`src/rtl/core/ggni_pkg.sv`:
```
// ----------------------------------------------------------------------------
// ggni_pkg
// Shared types and constants of the grid gap neighbor interpolator.
// ----------------------------------------------------------------------------
package ggni_pkg;

  // Default grid extents and stored value width.
  localparam int DEF_MAX_X      = 16;
  localparam int DEF_MAX_Y      = 16;
  localparam int DEF_MAX_Z      = 16;
  localparam int DEF_MAX_T      = 16;
  localparam int DEF_VALUE_BITS = 32;

  // Field widths of the channels.
  localparam int COORD_W = 4;
  localparam int VALUE_W = 32;
  localparam int SIZE_W  = 5;

  // Width of the spatial sum of six signed 32-bit values.
  localparam int SUM_W = 35;

  // Configuration register indexes.
  localparam logic [1:0] REG_SIZE_X = 2'd0;
  localparam logic [1:0] REG_SIZE_Y = 2'd1;
  localparam logic [1:0] REG_SIZE_Z = 2'd2;
  localparam logic [1:0] REG_SIZE_T = 2'd3;

  localparam logic [SIZE_W-1:0] SIZE_RESET = 5'd16;

  // Operation codes.
  localparam logic OP_WRITE    = 1'b0;
  localparam logic OP_ESTIMATE = 1'b1;

  // Estimate source codes.
  localparam logic [1:0] SRC_NONE     = 2'd0;
  localparam logic [1:0] SRC_SPATIAL  = 2'd1;
  localparam logic [1:0] SRC_TEMP_TWO = 2'd2;
  localparam logic [1:0] SRC_TEMP_ONE = 2'd3;

  // Confidence classes.
  localparam logic [2:0] CLS_NONE    = 3'd0;
  localparam logic [2:0] CLS_ONE     = 3'd1;
  localparam logic [2:0] CLS_FEW     = 3'd2;
  localparam logic [2:0] CLS_MANY    = 3'd3;
  localparam logic [2:0] CLS_PRESENT = 3'd4;

  typedef struct packed {
    logic                       op;
    logic [COORD_W-1:0]         coord_x;
    logic [COORD_W-1:0]         coord_y;
    logic [COORD_W-1:0]         coord_z;
    logic [COORD_W-1:0]         coord_t;
    logic signed [VALUE_W-1:0]  cell_value;
  } in_item_t;

  typedef struct packed {
    logic signed [VALUE_W-1:0]  estimate;
    logic [1:0]                 source;
    logic [2:0]                 neighbor_count;
    logic [2:0]                 confidence_class;
    logic                       coord_ok;
  } out_item_t;

endpackage

```
`src/rtl/core/ggni_divider.sv`:
```
// ----------------------------------------------------------------------------
// ggni_divider
// Serial signed divider by a small count, one quotient bit per cycle,
// truncating toward zero.
// ----------------------------------------------------------------------------
module ggni_divider (
  input  logic                             clk,
  input  logic                             rst,
  input  logic                             start,
  input  logic signed [ggni_pkg::SUM_W-1:0] dividend,
  input  logic [2:0]                       divisor,
  output logic                             done,
  output logic signed [ggni_pkg::SUM_W-1:0] quotient
);
  import ggni_pkg::*;

  localparam int CNT_W = $clog2(SUM_W + 1);

  logic             busy;
  logic [CNT_W-1:0] cnt;
  logic             neg;
  logic [SUM_W-1:0] work;
  logic [2:0]       rem;
  logic [2:0]       dvs;
  logic [3:0]       rem_sh;
  logic             ge;
  logic [3:0]       rem_sub;

  // One restoring step on the magnitude.
  always_comb begin
    rem_sh  = {rem, work[SUM_W-1]};
    ge      = (rem_sh >= {1'b0, dvs});
    rem_sub = rem_sh - {1'b0, dvs};
  end

  always_ff @(posedge clk) begin
    if (rst) begin
      busy <= 1'b0;
      done <= 1'b0;
      cnt  <= '0;
    end else begin
      done <= 1'b0;
      if (start) begin
        busy <= 1'b1;
        cnt  <= CNT_W'(SUM_W);
        neg  <= dividend[SUM_W-1];
        work <= dividend[SUM_W-1] ? SUM_W'(-dividend) : dividend;
        rem  <= '0;
        dvs  <= divisor;
      end else if (busy) begin
        work <= {work[SUM_W-2:0], ge};
        rem  <= ge ? rem_sub[2:0] : rem_sh[2:0];
        cnt  <= cnt - 1'b1;
        if (cnt == CNT_W'(1)) begin
          busy <= 1'b0;
          done <= 1'b1;
        end
      end
    end
  end

  assign quotient = neg ? -$signed(work) : $signed(work);

endmodule

```
`config.mk`:
```
export PLATFORM = sky130hd
export DESIGN_NAME = ggni_divider
export DESIGN_NICKNAME = d
export VERILOG_FILES = /design/src/rtl/core/ggni_pkg.sv /design/src/rtl/core/ggni_divider.sv
export SDC_FILE = /design/constraint.sdc
export NUM_CORES = 1
export LEC_CHECK = 0
export BUFFER_PORTS_ARGS = -buffer_cell sky130_fd_sc_hd__buf_4
export CAP_MARGIN = 20
export CORE_MARGIN = 1
export CORE_UTILIZATION = 30
export DETAILED_ROUTE_END_ITERATION = 7
export PLACE_DENSITY = 0.48
export SLEW_MARGIN = 20
export SYNTH_ARGS = -nofsm -noshare
export SYNTH_HDL_FRONTEND = slang
export SYNTH_SLANG_ARGS = --single-unit
```
`constraint.sdc`:
```
create_clock -name clk -period 9.7 [get_ports clk]
set_input_delay 1.94 -clock clk [delete_from_list [all_inputs] [get_ports clk]]
set_output_delay 1.94 -clock clk [all_outputs]
set_load 0.05 [all_outputs]
```
Yosys cells after proc, flatten, opt, wreduce, memory -nomap -nowiden
Index checks and enable logic that the tools add are counted.
{"block": "classes", "n_eq_ne": 1, "addsub": 4, "muxes": 12, "magnitude_cmp": 1, "bitwise": 2, "n_reduce_logical": 5}
{"cell": "$mux 35", "n": 4}
{"cell": "$neg 35->35", "n": 2}
{"cell": "$mux 6", "n": 2}
{"cell": "$eq 6x1->1 const B", "n": 1}
{"cell": "$mux 3", "n": 2}
{"cell": "$sub 6x1->6 const B", "n": 1}
{"cell": "$ge 4x3->1", "n": 1}
{"cell": "$mux 1", "n": 4}
{"cell": "$reduce_and 2->1", "n": 2}
{"cell": "$reduce_or 3->1", "n": 1}
{"cell": "$sub 3x3->3", "n": 1}
{"cell": "$not 1->1", "n": 2}
{"cell": "$reduce_bool 2->1", "n": 1}
{"cell": "$reduce_or 2->1", "n": 1}
{"block": "word_totals", "elab_cells": 33, "regBits": 50, "input_bits": 41}

Logic depth before layout (Yosys ltp)
Gate-level depths: netlist of run 1.
{"block": "depth", "ltp_word": 4, "depth_mapped": 8}

Worst setup path before layout of run 1
No wires, ideal clock.
{"block": "synth_timing", "path_type": "in2reg", "from": "in start", "to": "reg rem[0] (enable)", "path_slack_ns": 5.160, "stages": 4, "arrival_time_ns": 4.105, "n_path_buf": 2, "setup_ns": 0.435, "cell_sequence": "clkbuf_1 > clkbuf_1 > nor2_1 > nor2_1"}
{"block": "synth_via", "elab_chain_cells": 2}
{"element": "start: declaration", "line_no": "ggni_divider.sv:9", "text": "input logic start,"}
{"element": "$reduce_bool 2->1 (no source line)"}
{"element": "$reduce_and 2->1 (no source line)"}
{"element": "end signal: assignment", "line_no": "ggni_divider.sv:52", "text": "rem <= ge ? rem_sub[2:0] : rem_sh[2:0];"}
{"element": "end: declaration", "line_no": "ggni_divider.sv:23", "text": "logic [2:0] rem;"}
Every way passes these cells.
A chain may end at the register's enable or synchronous reset.

Worst setup path in the final report of run 1
{"block": "layout_timing", "from": "reg work[9]", "to": "out quotient[30] in the netlist's numbering"}
{"block": "layout_via", "elab_chain_cells": 2}
{"element": "start: declaration", "line_no": "ggni_divider.sv:22", "text": "logic [SUM_W-1:0] work;"}
{"element": "start signal: assignment", "line_no": "ggni_divider.sv:47", "text": "work <= dividend[SUM_W-1] ? SUM_W'(-dividend) : dividend;"}
{"element": "start signal: assignment", "line_no": "ggni_divider.sv:51", "text": "work <= {work[SUM_W-2:0], ge};"}
{"element": "$neg 35->35", "line_no": "ggni_divider.sv:62", "text": "assign quotient = neg ? -$signed(work) : $signed(work);"}
{"element": "$mux 35", "line_no": "ggni_divider.sv:62"}
{"element": "end: declaration", "line_no": "ggni_divider.sv:13", "text": "output logic signed [ggni_pkg::SUM_W-1:0] quotient"}
Every way passes these cells.

==> run_results.csv, run 1 <==
group,metric,value,unit
yosys,avgSynthCellArea,8.660,µm²
detailed_routing,vias,3803,
floorplan,core,13240,µm²
clock_network,htreeDepth,2,
detailed_routing,first_pass_iters,5,
yosys,yosys_register_bits,50,
power_and_ir_drop,p_leak,1.720,nW
yosys,syn-instance-count,472,
hold_path,hold_depth,2,
sta,rsz0062_at_grt,"no",
placement,gp_congestion,0.8024,
setup_path,r2r-end,"rem[2]",
floorplan,die_area,14100,µm²
clock_network,clk_pin_slew,80,ps
hold_path,hold_class,"flop to flop",
setup_path,cpMaxStageDelayCell,"nand4bb_2",
clock_network,cts_resized,0,
yosys,synth-simple-area-share,0.2626,
finish,final_util,0.3723,
finish,final_nets,569,
detailed_routing,drc,0,
sta,hold_viol_final,0,
placement,hpwl,8544,µm
yosys,synthAdderAreaFrac,0.02632,
finish,fill_cells,1389,
setup_path,r2r_slack,7690,ps
placement,portBuffers,76,
clock_network,post_cts_buffers,0,
global_route,gr-usage-all-layers,0.1770,
yosys,dominantRegCellSynth,"edfxtp_1",
clock_network,hold_buffers,0,
setup_path,setup.worst_path.start_class,"flop",
sta,finalSetupViolations,0,
run_status,outcome,"finished clean",
yosys,ys_seq_area_frac,0.3477,
finish,area_delta_synth_final,20.60,%
setup_path,worstPathCellList,"or4_4 -> nand4bb_2 -> or4_1 -> o2111ai_1 -> buf_4",
detailed_routing,ant_nets,0,
sta,min_period_over_period,0.5250,
run,cap_violations,0,
placement,dp_slack,4566,ps
finish,diodes,0,
sta,worst_pin_slew,720.3,ps
clock_network,cts_tree,"built",
finish,drive_gt1_frac,0.2015,
yosys,synth_edf_count,42,
setup_path,crit_type,"flop to output port",
yosys,synth_top_family_by_area,"simple AND/OR/NAND/NOR gates",
global_route,antenna_found_initial,0,
yosys,synth-xor-area-share,0.1157,
setup_path,cp_num_buf_inv,1,
global_route,grt_overflow_total,0,
floorplan,rows,42,
global_route,grt_pass1_vias,3574,
sta,finClkSkew,5.645,ps
setup_path,crit_family,"simple AND/OR/NAND/NOR gates",
setup_path,worstReg2RegStart,"work[34]",
hold_path,min-delay-start,"cnt[1]",
global_route,grt_pass1_wl,19550,µm
detailed_routing,detail_route.iter0.violations,325,
setup_path,cp.arrival,3150,ps
sta,min_period,5093,ps
floorplan,start_util,0.3087,
setup_path,required,7760,ps
setup_path,rr_worst_depth,7,
floorplan,chipHeight,118.7,µm
yosys,syn-cell-area,4088,µm²
detailed_routing,wire_per_inst,17.26,µm
yosys,synth-warning-count,0,
clock_network,clk_latency,310,ps
setup_path,crit_cells,5,
floorplan,fp.dieW,118.7,µm
global_route,grt_max_degree,72,
setup_path,cp_max_fo,22,
hold_path,holdPathEnd,"cnt[1]",
setup_path,slowest_delay,710,ps
finish,final_cell_mix,"buf_4 (78), nor2_1 (50), edfxtp_1 (42)",
sta,max_clock_freq,196.4,MHz
power_and_ir_drop,powerDensity,139.7,nW/µm²
clock_network,cts.path.max_buffers,2,
clock_network,cts_root_buf,"clkbuf_16",
detailed_routing,finalWirelength,12030,µm
yosys,syn_nets,521,
finish,mostFrequentLayoutCell,"buf_4",
detailed_routing,viasPerCell,5.456,
sta,setup_slack,4607,ps
sta,slew_headroom,0.5198,
yosys,synth_cell_types,54,
yosys,synth.area.mux_share,0.004897,
clock_network,cts_buffers,5,
clock_network,clock-sinks,50,
power_and_ir_drop,irDropWorstVdd,0.07289,mV
yosys,synthArstFlopShare,0,
floorplan,ioPinCount,77,
sta,fin_tns_setup,0,ps
yosys,synth_compound_area_frac,0.1913,
sta,final_max_slew_viol_count,0,
setup_path,cp-end-kind,"output port",
## worst min-delay path, stage by stage, from the launching register on
cell and delay [ps]:
dfxtp_1 330, o21ai_0 140, a21oi_1 60
## power by group
part / internal (W) / switching [W] / total [W] / leakage [nW]
combinational: 0.0000804 / 0.000145 / 0.000225 / 1.18
clock: 0.0000992 / 0.0000925 / 0.000192 / 0.0763
sequential: 0.000253 / 0.0000185 / 0.000272 / 0.465
total: 0.000433 / 0.000256 / 0.000689 / 1.72
## worst max-delay path by stage
stage             start      endpoint  slack (ps)
2_1_floorplan     start        rem[0]        5160
3_3_place_gp   work[10]  quotient[30]        4640
3_5_place_dp    work[9]  quotient[30]        4570
4_1_cts         work[9]  quotient[30]        4230
5_1_grt         work[4]  quotient[30]        4410
6_report        work[9]  quotient[30]        4610
## metrics by stage
| step | total power [W] | instances | area [µm²] | hold slack, ps |
|---|---|---|---|---|
| floorplan | 0.0004275 | 472 | 4088 | 526.6 |
| global placement | 0.0004997 | 688 | 4743 | 557.6 |
| detailed placement | 0.0005018 | 688 | 4743 | 564.3 |
| CTS | 0.0006965 | 696 | 4897 | 579.1 |
| global route | 0.0007201 | 697 | 4930 | 607.1 |
| finish | 0.0006887 | 697 | 4930 | 577.1 |
## logic make-up after synthesis
logic type      after synthesis
compound gates              107
xor+xnor                     54
fa+ha+maj                     8
buf+inv                      52
flops                        50
mux                           2
simple gates                199
## cells in the mapped netlist (3+ instances only)
cell type / count / area share
nor2_1: 51 / 0.047
edfxtp_1: 42 / 0.31
xnor2_1: 38 / 0.081
a21oi_1: 33 / 0.040
nand2_1: 32 / 0.029
clkbuf_1: 29 / 0.027
or4_1: 20 / 0.037
or3_1: 18 / 0.028
o31ai_1: 17 / 0.031
o41ai_1: 16 / 0.034
xor2_1: 16 / 0.034
nor3_1: 14 / 0.017
inv_1: 13 / 0.012
nand3_1: 13 / 0.016
o21ai_0: 11 / 0.013
nor4_1: 10 / 0.015
o311ai_0: 9 / 0.019
dfxtp_1: 8 / 0.039
nand4_1: 8 / 0.012
ha_1: 7 / 0.021
or2_2: 5 / 0.0077
buf_1: 4 / 0.0037
nand2b_1: 4 / 0.0061
o41ai_2: 4 / 0.016
a211o_1: 3 / 0.0064
and2_1: 3 / 0.0046
buf_2: 3 / 0.0037
nand3b_1: 3 / 0.0055
or4_4: 3 / 0.0083
## state kept, by name, summed over array words and instances, names as in the netlist
register and flops:
rem 3, busy 1, dvs 3, done 1
work 35, cnt 6, neg 1
## final cells by class
type                    count  area, µm²  share of cell area
clock buffers               5      125.1             0.02538
clock inverters             3      28.78            0.005838
inverters                  14      52.55             0.01066
multi-input cells         370       2469              0.5008
flip-flops and latches     50       1421              0.2883
well taps                 176      220.2             0.04467
repair buffers             79      613.1              0.1244
## routing by layer
metal	vias to the layer above	share of wire	track usage
met5	-	0	0
met1	1798	0.45	0.2326
li1	1882	-	-
met2	112	0.48	0.2971
met3	11	0.059	0.03185
met4	0	0.011	0.04668
No activity file was read; power rests on OpenSTA's default activity.
==> inputs of run 2 (changes only) <==
--- a/config.mk
+++ b/config.mk
@@ -10,7 +10,7 @@
 export CORE_MARGIN = 1
 export CORE_UTILIZATION = 30
 export DETAILED_ROUTE_END_ITERATION = 7
-export PLACE_DENSITY = 0.48
+export PLACE_DENSITY = 0.5
 export SLEW_MARGIN = 20
 export SYNTH_ARGS = -nofsm -noshare
 export SYNTH_HDL_FRONTEND = slang
==> constraint.sdc (replaced) <==
create_clock -name clk -period 4.31 [get_ports clk]
set_input_delay 0.862 -clock clk [delete_from_list [all_inputs] [get_ports clk]]
set_output_delay 0.862 -clock clk [all_outputs]
set_load 0.05 [all_outputs]
==> run 2 against run 1 <==
Against the previous run:
- power is 130% higher
- clock power increased by 130%
- largest power group unchanged
- combinational power is 130% higher
- sequential share of layout area shrank 0.11 points
- wire length grew 2.4%
- register-to-register slack worse by 5400 ps
- sequential power up 130%
- critical endpoint is now quotient[33]
- core utilization increased by 0.14 points
- highest routed layer unchanged
- flip-flop and latch count is the same
==> run_results.csv, run 2 (synthesis results as in run 1) <==
group,metric,value,unit
finish,drive_gt1_frac,0.2057,
hold_path,min-delay-start,"busy",
finish,diodes,0,
sta,slew_headroom,0.5375,
floorplan,rows,42,
clock_network,cts_buffers,5,
sta,worst_pin_slew,693.7,ps
power_and_ir_drop,seqPwrFrac,0.389,
setup_path,rr_worst_depth,7,
clock_network,post_cts_buffers,0,
global_route,antenna_found_initial,0,
sta,fin_tns_setup,0,ps
finish,final_nets,573,
detailed_routing,ant_nets,0,
floorplan,ioPinCount,77,
finish,mostFrequentLayoutCell,"buf_4",
setup_path,cp_max_fo,7,
sta,min_period,3724,ps
floorplan,die_area,14100,µm²
finish,fill_cells,1375,
run,cap_violations,0,
placement,hpwl,8905,µm
power_and_ir_drop,p_clk_frac,0.286,
clock_network,clk_pin_slew,70,ps
power_and_ir_drop,p_int,0.001005,W
detailed_routing,finalWirelength,12320,µm
global_route,grt_pass1_vias,3788,
global_route,gr-usage-all-layers,0.1799,
floorplan,start_util,0.3087,
finish,largest-register,"work",
finish,top_regs,"work: 35 flops, cnt: 6 flops",
sta,finClkSkew,3.050,ps
power_and_ir_drop,irDropWorstVdd,0.1718,mV
clock_network,clk_latency,290,ps
floorplan,chipHeight,118.7,µm
finish,largest_reg_flops,35,
detailed_routing,wire_per_inst,17.58,µm
sta,finalSetupViolations,0,
power_and_ir_drop,p_leak,1.731,nW
setup_path,cp.arrival,2860,ps
clock_network,cts_root_buf,"clkbuf_16",
sta,max_clock_freq,268.6,MHz
clock_network,clock-sinks,50,
setup_path,crit_type,"flop to output port",
hold_path,hold_depth,1,
hold_path,hold_class,"flop to flop",
floorplan,core,13240,µm²
global_route,grt_max_degree,71,
placement,portBuffers,76,
finish,final_cell_mix,"buf_4 (83), nor2_1 (50), edfxtp_1 (42)",
clock_network,cts_tree,"built",
setup_path,setup.worst_path.start_class,"flop",
run_status,outcome,"finished clean",
sta,rsz0062_at_grt,"no",
detailed_routing,drc,0,
floorplan,fp.dieW,118.7,µm
global_route,grt_overflow_total,0,
setup_path,worstReg2RegStart,"work[34]",
finish,area_delta_synth_final,21.06,%
power_and_ir_drop,powerDensity,318.4,nW/µm²
clock_network,hold_buffers,0,
sta,final_max_slew_viol_count,0,
detailed_routing,vias,3794,
setup_path,cp-end-kind,"output port",
detailed_routing,first_pass_iters,4,
placement,gp_congestion,0.8417,
global_route,grt_pass1_wl,20130,µm
power_and_ir_drop,switching_share,0.3622,
sta,min_period_over_period,0.8639,
setup_path,setup.worst_path.start,"work[16]",
clock_network,cts_resized,0,
placement,placed_area,4781,µm²
clock_network,htreeDepth,2,
power_and_ir_drop,p_comb_frac,0.325,
detailed_routing,viasPerCell,5.412,
clock_network,cts.path.max_buffers,2,
finish,finalInstanceArea,4949,µm²
power_and_ir_drop,p_sw,0.0005707,W
sta,hold_viol_final,0,
setup_path,required,3450,ps
detailed_routing,detail_route.iter0.violations,304,
## run 2: cell count changes in the layout (fill, tap and decap cells not counted)
cell	before	now
buf_4	78	83
buf_16	1	0
clkbuf_16	5	6
inv_8	1	0
nand4bb_1	0	1
nand4bb_2	1	0
## run 2: area by class of cell
| type | count | area [µm²] | area share |
|---|---|---|---|
| Clock inverter | 2 | 17.52 | 0.003540 |
| Clock buffer | 6 | 150.1 | 0.03034 |
| Inverter | 14 | 52.55 | 0.01062 |
| Multi-Input combinational cell | 370 | 2464 | 0.4978 |
| Sequential cell | 50 | 1421 | 0.2872 |
| Timing Repair Buffer | 83 | 623.1 | 0.1259 |
| Tap cell | 176 | 220.2 | 0.04450 |
## run 2: final timing paths
check / to / slack (ps)
max: quotient[33] / 590
min: done / 570
max reg2reg: rem[2] / 2250
min reg2reg: done / 570
## run 2: metal layers
layer	routed length, µm	track usage	up-vias
li1	-	-	1895
met5	0	0	-
met4	165	0.05222	0
met1	5697	0.2398	1786
met2	5898	0.3004	103
met3	560	0.02606	10
## run 2: power groups by stage
stage	clock (W)	sequential, W	combinational [W]
final	0.000451	0.000613	0.000512
after floorplan	0	0.000609	0.000353
after global placement	0	0.000621	0.000512
after global routing	0.000488	0.000618	0.000550
after CTS	0.000465	0.000612	0.000517
after detailed placement	0	0.000623	0.000515
## run 2: critical path, cell delays in order (launching register included)
cell      delay, ps
edfxtp_1        440
or4_4           560
or4_1           660
o41ai_2         370
xnor2_1         250
buf_4           270
## run 2: metrics by stage
stage / utilization / total power, W / hold slack (ps) / cells / setup slack, ps
2_1_floorplan: - / 0.0009621 / 526.6 / 472 / 848.3
3_3_place_gp: 0.3610 / 0.001133 / 556.7 / 693 / 965.0
3_5_place_dp: 0.3610 / 0.001138 / 557.2 / 693 / 936.9
4_1_cts: 0.3737 / 0.001595 / 577.1 / 701 / 598.8
5_1_grt: 0.3737 / 0.001656 / 605.2 / 701 / 508.3
6_report: 0.3737 / 0.001576 / 573.0 / 701 / 586.4
